$ cat config.mk
export PLATFORM = sky130hd
export DESIGN_NAME = onewire_rom_search
export DESIGN_NICKNAME = d
export VERILOG_FILES = /design/src/design/ows_pkg.sv /design/src/design/onewire_rom_search.sv /design/src/design/ows_decide.sv
export VERILOG_INCLUDE_DIRS = /design/src /design/src/design
export SDC_FILE = /design/constraint.sdc
export NUM_CORES = 1
export LEC_CHECK = 0
export ABC_AREA = 1
export BUFFER_PORTS_ARGS = -buffer_cell sky130_fd_sc_hd__clkbuf_2
export CAP_MARGIN = 20
export CORE_MARGIN = 2
export CORE_UTILIZATION = 27
export CTS_BUF_LIST = sky130_fd_sc_hd__clkbuf_16
export DETAILED_ROUTE_END_ITERATION = 8
export GPL_ROUTABILITY_DRIVEN = 0
export PLACE_DENSITY = 0.49
export SLEW_MARGIN = 20
export SYNTH_ARGS = -nofsm -noshare
export SYNTH_HDL_FRONTEND = slang
export SYNTH_SLANG_ARGS = --single-unit
$ cat constraint.sdc
create_clock -name clk -period 3.25 [get_ports clk]
set_input_delay 0.4875 -clock clk [delete_from_list [all_inputs] [get_ports clk]]
set_output_delay 0.4875 -clock clk [all_outputs]
set_load 0.005 [all_outputs]
$ cat src/design/onewire_rom_search_defines.svh
// ----------------------------------------------------------------------------
// onewire_rom_search_defines.svh
// Assertion macros for the 1-Wire search-ROM engine. Empty in synthesis.
// ----------------------------------------------------------------------------
`ifndef ONEWIRE_ROM_SEARCH_DEFINES_SVH
`define ONEWIRE_ROM_SEARCH_DEFINES_SVH

`ifndef SYNTHESIS

// Same-cycle implication, checked out of reset.
`define OWS_ASSERT_IMP(label, clock, reset_n, cond, prop) \
    label: assert property (@(posedge clock) disable iff (!(reset_n)) \
        (cond) |-> (prop)) else $error("onewire_rom_search: check failed");

// Next-cycle implication, checked out of reset.
`define OWS_ASSERT_NEXT(label, clock, reset_n, cond, prop) \
    label: assert property (@(posedge clock) disable iff (!(reset_n)) \
        (cond) |=> (prop)) else $error("onewire_rom_search: check failed");

`else

`define OWS_ASSERT_IMP(label, clock, reset_n, cond, prop)
`define OWS_ASSERT_NEXT(label, clock, reset_n, cond, prop)

`endif

`endif

$ cat src/design/ows_pkg.sv
// ----------------------------------------------------------------------------
// ows_pkg
// Types, codes and constants shared by the 1-Wire search-ROM engine.
// ----------------------------------------------------------------------------
package ows_pkg;

    // Number of ID bytes that a pass resolves (2 to 8).
    localparam int ID_BYTES = 8;
    localparam int ID_BITS  = ID_BYTES * 8;

    // Fixed field widths.
    localparam int ROM_W  = 64;
    localparam int POS_W  = 7;
    localparam int IDX_W  = 6;
    localparam int CRC_W  = 8;
    localparam int KIND_W = 2;
    localparam int STAT_W = 2;

    // Dallas CRC-8, reflected polynomial.
    localparam logic [CRC_W-1:0] CRC_POLY = 8'h8C;

    // Transaction kinds.
    localparam logic [KIND_W-1:0] KIND_RESTART = 2'd0;
    localparam logic [KIND_W-1:0] KIND_START   = 2'd1;
    localparam logic [KIND_W-1:0] KIND_PAIR    = 2'd2;

    // Result status codes.
    localparam logic [STAT_W-1:0] ST_NONE   = 2'd0;
    localparam logic [STAT_W-1:0] ST_SEARCH = 2'd1;
    localparam logic [STAT_W-1:0] ST_CONT   = 2'd2;
    localparam logic [STAT_W-1:0] ST_END    = 2'd3;

    typedef struct packed {
        logic [KIND_W-1:0] kind;
        logic              device_present;
        logic              id_bit;
        logic              complement_bit;
    } cmd_t;

    typedef struct packed {
        logic [STAT_W-1:0] status;
        logic              write_valid;
        logic              direction;
        logic              found;
        logic              last_device;
        logic [ROM_W-1:0]  rom_id;
    } res_t;

    typedef struct packed {
        logic [ROM_W-1:0] rom_bits;
        logic [POS_W-1:0] last_discrepancy;
        logic             last_device_flag;
        logic [POS_W-1:0] bit_position;
        logic [POS_W-1:0] last_zero_position;
        logic [CRC_W-1:0] running_crc;
        logic             in_pass;
    } search_state_t;

endpackage

$ cat src/design/onewire_rom_search.sv
// ----------------------------------------------------------------------------
// onewire_rom_search
// Decision engine of the 1-Wire search-ROM algorithm. Each command transaction
// (restart search, start pass with the bus-reset presence result, or a read
// bit/complement pair) yields exactly one result transaction that tells the
// bus controller what to do next: issue the search command, write the chosen
// direction bit, or close the pass with the found ID, its found flag and the
// last-device flag. The engine keeps the ID being built, the last discrepancy,
// the last zero position and a running Dallas CRC-8; any failed pass (1/1 pair,
// no presence, bad CRC, zero family byte) clears the discrepancy state so the
// next pass starts over. Throughput is one transaction per clock cycle while
// the result side does not stall: a command lands in an input register, the
// decision is made from it and the registered search state in combinational
// logic, and the result is captured in a result register. A result is thus
// offered once its command has passed the input and the result register.
// While a finished result waits to be taken, the input register can still
// accept one more command; the command channel then stalls until the
// waiting result moves on.
// ----------------------------------------------------------------------------
`include "onewire_rom_search_defines.svh"

module onewire_rom_search (
    input  logic          clk,
    input  logic          rst_n,
    input  logic          cmd_valid,
    output logic          cmd_stall,
    input  ows_pkg::cmd_t cmd,
    output logic          res_valid,
    input  logic          res_stall,
    output ows_pkg::res_t res
);

    // Input register: holds one command transaction until the decision
    // logic consumes it.
    logic                   cmd_valid_reg;
    logic                   cmd_valid_next;
    ows_pkg::cmd_t          cmd_reg;

    // Result register: one finished result awaiting the consumer.
    logic                   res_valid_reg;
    logic                   res_valid_next;
    ows_pkg::res_t          res_reg;

    // Search state, updated once per decided command.
    ows_pkg::search_state_t state_reg;
    ows_pkg::search_state_t state_next;

    // Decision outputs.
    ows_pkg::search_state_t dec_state;
    ows_pkg::res_t          dec_res;

    logic                   cmd_take;
    logic                   advance;

    // The held command is decided when the result register is empty or is
    // being emptied in this same cycle.
    assign advance   = cmd_valid_reg && (!res_valid_reg || !res_stall);
    // The input register takes a new command whenever it is empty or its
    // current command moves on this cycle.
    assign cmd_stall = cmd_valid_reg && !advance;
    assign cmd_take  = cmd_valid && !cmd_stall;

    assign res_valid = res_valid_reg;
    assign res       = res_reg;

    ows_decide u_decide (
        .st      (state_reg),
        .cmd     (cmd_reg),
        .st_next (dec_state),
        .res     (dec_res)
    );

    always_comb
    begin
        if (cmd_take)
        begin
            cmd_valid_next = 1'b1;
        end
        else if (advance)
        begin
            cmd_valid_next = 1'b0;
        end
        else
        begin
            cmd_valid_next = cmd_valid_reg;
        end

        if (advance)
        begin
            res_valid_next = 1'b1;
        end
        else if (!res_stall)
        begin
            res_valid_next = 1'b0;
        end
        else
        begin
            res_valid_next = res_valid_reg;
        end

        state_next = advance ? dec_state : state_reg;
    end

    // Control and search state, reset (bit position to 1, the rest cleared).
    always_ff @(posedge clk or negedge rst_n)
    begin
        if (!rst_n)
        begin
            cmd_valid_reg                <= 1'b0;
            res_valid_reg                <= 1'b0;
            state_reg.rom_bits           <= '0;
            state_reg.last_discrepancy   <= '0;
            state_reg.last_device_flag   <= 1'b0;
            state_reg.bit_position       <= ows_pkg::POS_W'(1);
            state_reg.last_zero_position <= '0;
            state_reg.running_crc        <= '0;
            state_reg.in_pass            <= 1'b0;
        end
        else
        begin
            cmd_valid_reg <= cmd_valid_next;
            res_valid_reg <= res_valid_next;
            state_reg     <= state_next;
        end
    end

    // Payload registers need no reset.
    always_ff @(posedge clk)
    begin
        if (cmd_take)
        begin
            cmd_reg <= cmd;
        end
        if (advance)
        begin
            res_reg <= dec_res;
        end
    end

    // A direction is only reported together with a bus write.
    `OWS_ASSERT_IMP(a_dir_needs_write, clk, rst_n, res_valid_reg,
        res_reg.write_valid || !res_reg.direction)

    // A found ID is only reported when the pass closes.
    `OWS_ASSERT_IMP(a_found_at_end, clk, rst_n, res_valid_reg && res_reg.found,
        res_reg.status == ows_pkg::ST_END)

    // A bit pair that arrives outside a pass produces an empty result.
    `OWS_ASSERT_NEXT(a_pair_outside_pass, clk, rst_n,
        advance && (cmd_reg.kind == ows_pkg::KIND_PAIR) && !state_reg.in_pass,
        res_valid_reg && (res_reg.status == ows_pkg::ST_NONE))

    // The bit position never leaves the range 1 to one past the last ID bit.
    `OWS_ASSERT_IMP(a_pos_range, clk, rst_n, 1'b1,
        (state_reg.bit_position >= ows_pkg::POS_W'(1)) &&
        (state_reg.bit_position <= ows_pkg::POS_W'(ows_pkg::ID_BITS + 1)))

endmodule

$ cat src/design/ows_decide.sv
// ----------------------------------------------------------------------------
// ows_decide
// Combinational decision step: next search state and result for one command.
// ----------------------------------------------------------------------------
module ows_decide (
    input  ows_pkg::search_state_t st,
    input  ows_pkg::cmd_t          cmd,
    output ows_pkg::search_state_t st_next,
    output ows_pkg::res_t          res
);

    logic [ows_pkg::IDX_W-1:0] idx;
    logic                      dir;
    logic                      pair_ok;
    logic [ows_pkg::ROM_W-1:0] rom_mod;
    logic [ows_pkg::CRC_W-1:0] crc_next;
    logic [ows_pkg::POS_W-1:0] lz_next;
    logic                      last_bit;
    logic                      success;

    // One bit of the Dallas CRC-8, fed LSB first.
    function automatic logic [ows_pkg::CRC_W-1:0] crc_step(
        input logic [ows_pkg::CRC_W-1:0] crc,
        input logic                      bit_in
    );
        logic [ows_pkg::CRC_W-1:0] sh;
        sh = crc >> 1;
        if (crc[0] ^ bit_in)
        begin
            sh = sh ^ ows_pkg::CRC_POLY;
        end
        return sh;
    endfunction

    // Direction choice and the values it produces.
    always_comb
    begin
        idx     = ows_pkg::IDX_W'(st.bit_position - ows_pkg::POS_W'(1));
        pair_ok = (cmd.id_bit != cmd.complement_bit);
        if (pair_ok)
        begin
            dir = cmd.id_bit;
        end
        else if (st.bit_position < st.last_discrepancy)
        begin
            dir = st.rom_bits[idx];
        end
        else
        begin
            dir = (st.bit_position == st.last_discrepancy);
        end
        rom_mod      = st.rom_bits;
        rom_mod[idx] = dir;
        crc_next     = crc_step(st.running_crc, dir);
        lz_next      = (!pair_ok && !dir) ? st.bit_position : st.last_zero_position;
        last_bit     = (st.bit_position >= ows_pkg::POS_W'(ows_pkg::ID_BITS));
        success      = (crc_next == '0) && (rom_mod[7:0] != 8'd0);
    end

    always_comb
    begin
        st_next         = st;
        res.status      = ows_pkg::ST_NONE;
        res.write_valid = 1'b0;
        res.direction   = 1'b0;
        res.found       = 1'b0;
        res.last_device = 1'b0;

        unique case (cmd.kind)
            ows_pkg::KIND_RESTART:
            begin
                st_next.last_discrepancy   = '0;
                st_next.last_device_flag   = 1'b0;
                st_next.bit_position       = ows_pkg::POS_W'(1);
                st_next.last_zero_position = '0;
                st_next.running_crc        = '0;
                st_next.in_pass            = 1'b0;
            end
            ows_pkg::KIND_START:
            begin
                st_next.bit_position       = ows_pkg::POS_W'(1);
                st_next.last_zero_position = '0;
                st_next.running_crc        = '0;
                if (st.last_device_flag || !cmd.device_present)
                begin
                    st_next.last_discrepancy = '0;
                    st_next.last_device_flag = 1'b0;
                    st_next.in_pass          = 1'b0;
                    res.status               = ows_pkg::ST_END;
                end
                else
                begin
                    st_next.in_pass = 1'b1;
                    res.status      = ows_pkg::ST_SEARCH;
                end
            end
            ows_pkg::KIND_PAIR:
            begin
                if (st.in_pass)
                begin
                    if (cmd.id_bit && cmd.complement_bit)
                    begin
                        // No device answered this bit: the pass is lost.
                        st_next.in_pass          = 1'b0;
                        st_next.last_discrepancy = '0;
                        st_next.last_device_flag = 1'b0;
                        res.status               = ows_pkg::ST_END;
                    end
                    else
                    begin
                        st_next.rom_bits           = rom_mod;
                        st_next.running_crc        = crc_next;
                        st_next.last_zero_position = lz_next;
                        st_next.bit_position       =
                            ows_pkg::POS_W'(st.bit_position + ows_pkg::POS_W'(1));
                        res.write_valid            = 1'b1;
                        res.direction              = dir;
                        if (last_bit)
                        begin
                            st_next.in_pass = 1'b0;
                            res.status      = ows_pkg::ST_END;
                            if (success)
                            begin
                                st_next.last_discrepancy = lz_next;
                                st_next.last_device_flag =
                                    st.last_device_flag || (lz_next == '0);
                                res.found       = 1'b1;
                                res.last_device =
                                    st.last_device_flag || (lz_next == '0);
                            end
                            else
                            begin
                                st_next.last_discrepancy = '0;
                                st_next.last_device_flag = 1'b0;
                            end
                        end
                        else
                        begin
                            res.status = ows_pkg::ST_CONT;
                        end
                    end
                end
            end
            default:
            begin
                // Unused kind: state holds, empty result.
            end
        endcase

        res.rom_id = st_next.rom_bits;
    end

endmodule
==> results.sh <==
export IMPL_synth_nets=1066
export IMPL_vias=7127
export IMPL_critPathMostFrequentCell="nand2_1"
export IMPL_vdd_ir_drop_worst_mv=0.428
export IMPL_critPathMaxStageDelay_ns=0.58
export IMPL_postCtsHoldBufs=0
export IMPL_syn_area_sq_um=8940
export IMPL_drive_gt1_share_pct=17.4
export IMPL_clk_path_buf_depth=2
export IMPL_antenna_found_initial=0
export IMPL_cts_num_sinks=172
export IMPL_worstSetupStartpointType="register"
export IMPL_initial_utilization_pct=27.4
export IMPL_combPwrFrac_pct=34.8
export IMPL_max_cap_violations=0
export IMPL_drt_iter0_drc=413
export IMPL_core_sq_um=32600
export IMPL_r2r_end="state_reg[64]"
export IMPL_p_leak_nw=4.65
export IMPL_finalCritPeriodShare_pct=92.4
export IMPL_cts_made_buffers=17
export IMPL_mostFrequentLayoutCells="nand2_1, nor2_1, dfrtp_1, inv_1, clkbuf_2"
export IMPL_fin_skew_ns=0.00884
export IMPL_grt_pass1_vias=6985
export IMPL_diodes=0
export IMPL_grt_total_usage_pct=14.4
export IMPL_rr_worst_depth=20
export IMPL_largest_register_ffs=95
export IMPL_route_antenna_remaining_nets=0
export IMPL_required_ns=3.53
export IMPL_grt_max_degree=146
export IMPL_netlist_cell_type_count=38
export IMPL_relSlewSlack_pct=46.6
export IMPL_ios=81
export IMPL_vias_per_cell=4.50
export IMPL_die_w_microns=186
export IMPL_ys_seq_elements=172
export IMPL_synth_edf_count=75
export IMPL_grt_pass1_wl_mm=38.3
export IMPL_cts_tree="done"
export IMPL_power_frac_clock_pct=26.1
export IMPL_status="finished, final reports clean"
export IMPL_drc=0
export IMPL_powerDensity_nw_per_um2=727
export IMPL_synth_main_ff_cell="dfrtp_1"
export IMPL_p_int_mw=4.69
export IMPL_critical_path_slowest_cell="dfstp_2"
export IMPL_crit_fanout=30
export IMPL_end_kind="register"
export IMPL_hold_ws_ns=0.0835
export IMPL_final_setup_viol_count=0
export IMPL_wl_per_cell_microns=15.1
export IMPL_tightest_slew_ns=0.802
export IMPL_multiInputGateArea_sq_um=3780
export IMPL_totalWireLength_mm=23.9
export IMPL_nFillCells=3440
export IMPL_finish_instance_area_sq_um=10600
export IMPL_placed_area_sq_um=9920
export IMPL_layout_commonest_cell="nand2_1"
export IMPL_async_flop_share_pct=56.4
export IMPL_avgSynthCellArea_sq_um=8.57
export IMPL_finalHoldViolCount=0
export IMPL_rr_startpoint="state_reg[16]"
export IMPL_ys_seq_area_share_pct=52.3
export IMPL_critical_path_class="register to register"
export IMPL_first_pass_iters=5
export IMPL_nNetsFinal=1151
export IMPL_syn_instance_count=1043
export IMPL_cp_cell_sequence="inv_4 -> ha_1 -> nand2_1 -> nand2_4 -> inv_6 -> nor2_4 -> nand2_1 -> nand3_1 -> nand2_1 -> nand2_1 -> nor2_2 -> nand2_2 -> nand2_4 -> nand2_8 -> nand2_8 -> buf_4 -> buf_12 -> a21oi_1 -> nand2_1 -> o21ai_0"
export IMPL_slew_viol_final=0
export IMPL_clk_pin_slew_worst_paths_ns=0.07
export IMPL_p_sw_mw=2.99
export IMPL_regToRegSetupSlack_ns=0.25
export IMPL_yosysWarnings=0
export IMPL_swShare_pct=38.9
export IMPL_crit_arrival_ns=3.28
export IMPL_grt_ovfl_total=0
export IMPL_area_delta_synth_final_pct=18.0
export IMPL_rows=66
export IMPL_portBuffers=80
export IMPL_htreeDepth=4
export IMPL_hp_class="primary input to asynchronous set/reset pin"
export IMPL_seq_area_sq_um=4680
export IMPL_die_h_microns=186
export IMPL_cts_root_buf="clkbuf_16"
export IMPL_post_dp_hpwl_mm=16.2
export IMPL_clk_latency_ns=0.43
export IMPL_final_min_clock_period_ns=3.00
export IMPL_die_area_sq_um=34600
export IMPL_p_seq_share_pct=39.0
export IMPL_max_freq_mhz=333
-- synth_stat cells (8+ instances only) --
master	n	share of area (%)
o21ai_1	9	0.50
edfxtp_1	75	25
a21oi_1	38	2.1
inv_1	85	3.6
nor2_1	147	6.2
o21ai_0	63	3.5
nand4_1	12	0.84
dfrtp_1	96	27
a21oi_4	29	5.3
buf_2	8	0.45
clkbuf_1	18	0.76
nand2_1	347	15
nand3_1	30	1.7
o22ai_1	17	1.2
ha_1	14	2.0
-- worst max-delay path, delay by kind of cell (launching register included) --
family                     cells  cell delay, ns
and+or+nand+nor               13            1.18
AOI/OAI and AO/OA              2            0.23
DFF                            1            0.58
adders and majority gates      1            0.25
buffers and inverters          4            0.54
-- what timing repair did --
item / 4_1_cts / 5_1_grt
buffers inserted: 0 / 2
setup endpoints to repair: 0 / 10
resized for setup: 0 / 10
-- area by class of cell --
cell class	instances	area share, %
clock buffer	17	4.03
inverter	91	3.33
tap	442	5.24
sequential	172	44.4
multi-input combinational	745	35.8
clock inverter	15	1.34
timing repair buffer	101	5.90
-- routing by layer --
| layer | vias up | global-route usage (%) | wire length, microns |
|---|---|---|---|
| met5 | - | 0 | 0 |
| met4 | 0 | 4.50 | 414 |
| met3 | 26 | 2.25 | 859 |
| met2 | 147 | 23.7 | 11300 |
| met1 | 3407 | 19.3 | 11300 |
| li1 | 3547 | - | - |
-- worst max-delay path by stage --
stage	from	end	slack, ns	cells after the start
final	state_reg[16]	state_reg[64]	0.25	20
after global routing	state_reg[16]	state_reg[64]	-0.003	20
after CTS	state_reg[16]	res[64]	0.17	20
after detailed placement	state_reg[16]	res[64]	0.19	22
after global placement	state_reg[16]	res[65]	0.22	22
after floorplan	state_reg[16]	res[65]	0.05	26
-- power groups by stage --
| stage | sequential [mW] | combinational [mW] | clock [mW] |
|---|---|---|---|
| CTS | 3.00 | 2.64 | 2.05 |
| detailed placement | 3.04 | 2.63 | 0 |
| finish | 3.00 | 2.67 | 2.01 |
| global placement | 3.04 | 2.61 | 0 |
| floorplan | 2.99 | 1.86 | 0 |
| global route | 3.05 | 3.04 | 2.15 |
-- cell families (layout without fill, tap and decap cells) --
kind of cell,Yosys count,after routing,share of synthesized area [%]
fa+ha+maj,14,14,1.96
xor+xnor,3,3,0.672
buf+inv,128,224,6.17
flops,172,172,52.3
compound gates,163,163,13.3
simple gates,563,565,25.6
-- metrics by stage --
stage	cells	setup TNS [ns]	setup WS [ns]	power [mW]	util (%)
5_1_grt	1583	-0.00291	-0.00291	8.23	32.4
3_3_place_gp	1547	0	0.218	5.65	30.4
2_1_floorplan	1043	0	0.0486	4.85	-
6_report	1583	0	0.247	7.67	32.4
3_5_place_dp	1547	0	0.189	5.68	30.4
4_1_cts	1579	0	0.171	7.70	32.2
Note: power is estimated with default switching activity, not from simulation.
